--- src/hdl/assert_macros.svh ---
// Assertion helpers shared by the RTL files. Each use sits on a line of its own.
`ifndef ASSERT_MACROS_SVH
`define ASSERT_MACROS_SVH

// Plain property, sampled on clk, switched off during reset.
`define CCP_ASSERT(label, prop, msg) \
    label: assert property (@(posedge clk) disable iff (!rst_n) (prop)) \
        else $error(msg);

// Same-cycle implication.
`define CCP_ASSERT_IMP(label, ante, cons, msg) \
    label: assert property (@(posedge clk) disable iff (!rst_n) (ante) |-> (cons)) \
        else $error(msg);

// Next-cycle implication.
`define CCP_ASSERT_NXT(label, ante, cons, msg) \
    label: assert property (@(posedge clk) disable iff (!rst_n) (ante) |=> (cons)) \
        else $error(msg);

`endif

--- src/hdl/ccp_ram.sv ---
module ccp_ram #(
    parameter int WIDTH = 8,
    parameter int DEPTH = 16
) (
    input  logic                     clk,
    input  logic                     we,
    input  logic [$clog2(DEPTH)-1:0] waddr,
    input  logic [WIDTH-1:0]         wdata,
    input  logic [$clog2(DEPTH)-1:0] raddr,
    output logic [WIDTH-1:0]         rdata
);

    logic [WIDTH-1:0] mem [DEPTH];

    always_ff @(posedge clk)
    begin
        if (we)
        begin
            mem[waddr] <= wdata;
        end
        rdata <= mem[raddr];
    end

endmodule

--- config.mk ---
export PLATFORM = sky130hd
export DESIGN_NAME = ccp_ram
export DESIGN_NICKNAME = d
export VERILOG_FILES = /design/src/hdl/assert_macros.svh /design/src/hdl/ccp_ram.sv
export SDC_FILE = /design/constraint.sdc
export NUM_CORES = 1
export LEC_CHECK = 0
export BUFFER_PORTS_ARGS = -buffer_cell sky130_fd_sc_hd__buf_2
export CAP_MARGIN = 20
export CORE_UTILIZATION = 28
export DETAILED_ROUTE_END_ITERATION = 8
export PLACE_DENSITY = 0.39
export SYNTH_ARGS = -nofsm -noshare
export SYNTH_HDL_FRONTEND = slang
export SYNTH_SLANG_ARGS = --single-unit
--- constraint.sdc ---
create_clock -name clk -period 2.4 [get_ports clk]
set_input_delay 0.36 -clock clk [delete_from_list [all_inputs] [get_ports clk]]
set_output_delay 0.36 -clock clk [all_outputs]
set_load 0.01 [all_outputs]
==> results.sh <==
export IMPL_status="finished, final reports clean"
export IMPL_boundaryPins=26
export IMPL_drc=0
export IMPL_crit_path_start="raddr[0]"
export IMPL_ys_seq_area_share_pct=77.8
export IMPL_fmax_mhz=687
export IMPL_die_w_um=138
export IMPL_synth_common_cells="128 x edfxtp_1, 18 x mux4_2, 16 x a22oi_1, 14 x mux4_1, 13 x nor2_1"
export IMPL_hold_path_end="mem[6][6]"
export IMPL_synth_distinct_cells=19
export IMPL_path_clk_slew_ps=60
export IMPL_power_mw=5.60
export IMPL_r2r_cells=3
export IMPL_crit_type="in2reg"
export IMPL_cts_tree="done"
export IMPL_fillers=1698
export IMPL_tightest_slew_ps=778
export IMPL_synth_area_leaders="edfxtp_1 75%, mux4_2 7.9%, mux4_1 7.1%"
export IMPL_dp_hpwl_um=6780
export IMPL_synth_enable_flop_cells=128
export IMPL_grt_usage_pct=13.2
export IMPL_synthToLayoutAreaGrowth_pct=21.5
export IMPL_setup_slack_ps=945
export IMPL_finalSetupTns_ps=0
export IMPL_clkLatencyLatePin_ps=410
export IMPL_h_tree_depth=4
export IMPL_slew_viol_final=0
export IMPL_synthArstFlopShare_pct=0
export IMPL_max_cap_viol_count=0
export IMPL_rsz0062_at_grt="false"
export IMPL_portBuffers=25
export IMPL_start_util_pct=28.7
export IMPL_yosysMostFrequentCell="edfxtp_1"
export IMPL_synth_top_area_share_pct=74.7
export IMPL_antenna_left=0
export IMPL_finalCritPeriodShare_pct=60.6
export IMPL_gp_congestion=0.658
export IMPL_cts_buffer_depth=2
export IMPL_antenna_found_initial=2
export IMPL_r2r_end="rdata[5]"
export IMPL_synth_cells=229
export IMPL_firstDrtPassIters=4
export IMPL_start_kind="input port"
export IMPL_worstHoldStart="wdata[6]"
export IMPL_die_area_um2=18900
export IMPL_ctsResizeCount=0
export IMPL_synthesis_area_um2=5150
export IMPL_num_vias=2380
export IMPL_grt_pass1_wl_um=16800
export IMPL_synth_seq_cells=136
export IMPL_overflow=0
export IMPL_r2r_start="mem[2][5]"
export IMPL_setup_viol=0
export IMPL_routed_wl_um=11000
export IMPL_cp_arrival_ps=1740
export IMPL_p_leak_nw=2.09
export IMPL_die_h_um=138
export IMPL_yosys_area_top_type="edfxtp_1"
export IMPL_place_ws_ps=498
export IMPL_post_cts_buffers=0
export IMPL_crit_fanout=32
export IMPL_syn_area_per_cell_um2=22.5
export IMPL_max_slew_margin_pct=47.9
export IMPL_ir_drop_mv=0.530
export IMPL_nets=300
export IMPL_core_um2=18000
export IMPL_ctsHoldBuffers=0
export IMPL_rows=49
export IMPL_reg2reg_slack_ps=1030
export IMPL_vias_per_cell=4.53
export IMPL_drt_iter0_markers=136
export IMPL_grt_max_degree=33
export IMPL_synth_nets=247
export IMPL_finalHoldViolations=0
export IMPL_hold_depth=1
export IMPL_synthFlopType="edfxtp_1"
export IMPL_yosys_warnings=0
export IMPL_grt_pass1_vias=2616
export IMPL_hp_class="in2reg"
export IMPL_fin_util_pct=34.8
export IMPL_routedWlPerCell_um=20.9
export IMPL_clock_skew_final_ps=5.17
export IMPL_cp_required_ps=2690
export IMPL_clock_sinks=136
export IMPL_drive_gt1_share_pct=31.5
export IMPL_power_density_nw_per_um2=895
export IMPL_finalCriticalPeriod_ps=1450
export IMPL_cts_buffers=17
export IMPL_cts_root_buf="clkbuf_16"
export IMPL_end_kind="flip-flop"
-- how the worst max path moves through the flow --
stage                            to  depth (start not counted)  slack (ps)
after floorplan           mem[0][0]                          2         550
after CTS                  rdata[5]                          5         930
after detailed placement   rdata[5]                          5         500
final                      rdata[5]                          5         950
after global routing       rdata[5]                          5         890
after global placement     rdata[0]                          5         510
-- cell usage in the layout (no fill, tap or decap), types with 4 or more instances in the layout --
cell / instances
dfxtp_1: 8
bufinv_16: 4
nor3_1: 4
nor2_1: 13
buf_4: 17
a22oi_1: 16
clkinv_2: 4
buf_2: 25
edfxtp_1: 128
clkinvlp_4: 5
mux4_1: 14
mux4_2: 18
nand2_1: 9
clkbuf_16: 17
-- stage by stage --
stage,instances,hold WS (ps),area [µm²]
floorplan,229,459,5150
global placement,492,657,5640
detailed placement,492,666,5640
CTS,524,322,6250
global route,524,322,6250
finish,525,335,6250
-- flip-flops by register name, indices dropped and copies added, names as in the netlist --
name   flops
mem      128
rdata      8
-- area by class of cell --
cell class              instances  area (µm²)  share of cell area [%]
diodes                          1        2.50                  0.0400
clock buffers                  18         429                    6.86
clock inverters                14         181                    2.90
multi-input cells              83        1060                    16.9
flip-flops and latches        136        4000                    64.0
well taps                     229         287                    4.58
repair buffers                 44         293                    4.68
-- cell families after synthesis --
family,after synthesis,synth area share [%]
AOI/OAI and AO/OA,16,2.33
DFF,136,77.8
buffers and inverters,10,1.68
and+or+nand+nor,35,3.18
muxes,32,15.0
-- worst max-delay path: stages --
cell and delay [ps]:
buf_2 100, buf_12 260, mux4_1 610, a22oi_1 300, nand2_1 90
-- layer usage --
layer  global-route usage (%)  share of wire (%)
met5                        0               0.13
met4                     4.40               0.96
met3                     4.27                5.6
met2                     20.7                 48
met1                     17.3                 45
-- where the power goes --
part           internal, mW  total [mW]  leakage, nW  switching, mW
Sequential             2.66        2.67         1.22         0.0178
Combinational         0.107       0.252        0.581          0.145
Clock                  1.72        2.67        0.285          0.948
No activity file was read; power rests on OpenSTA's default activity.
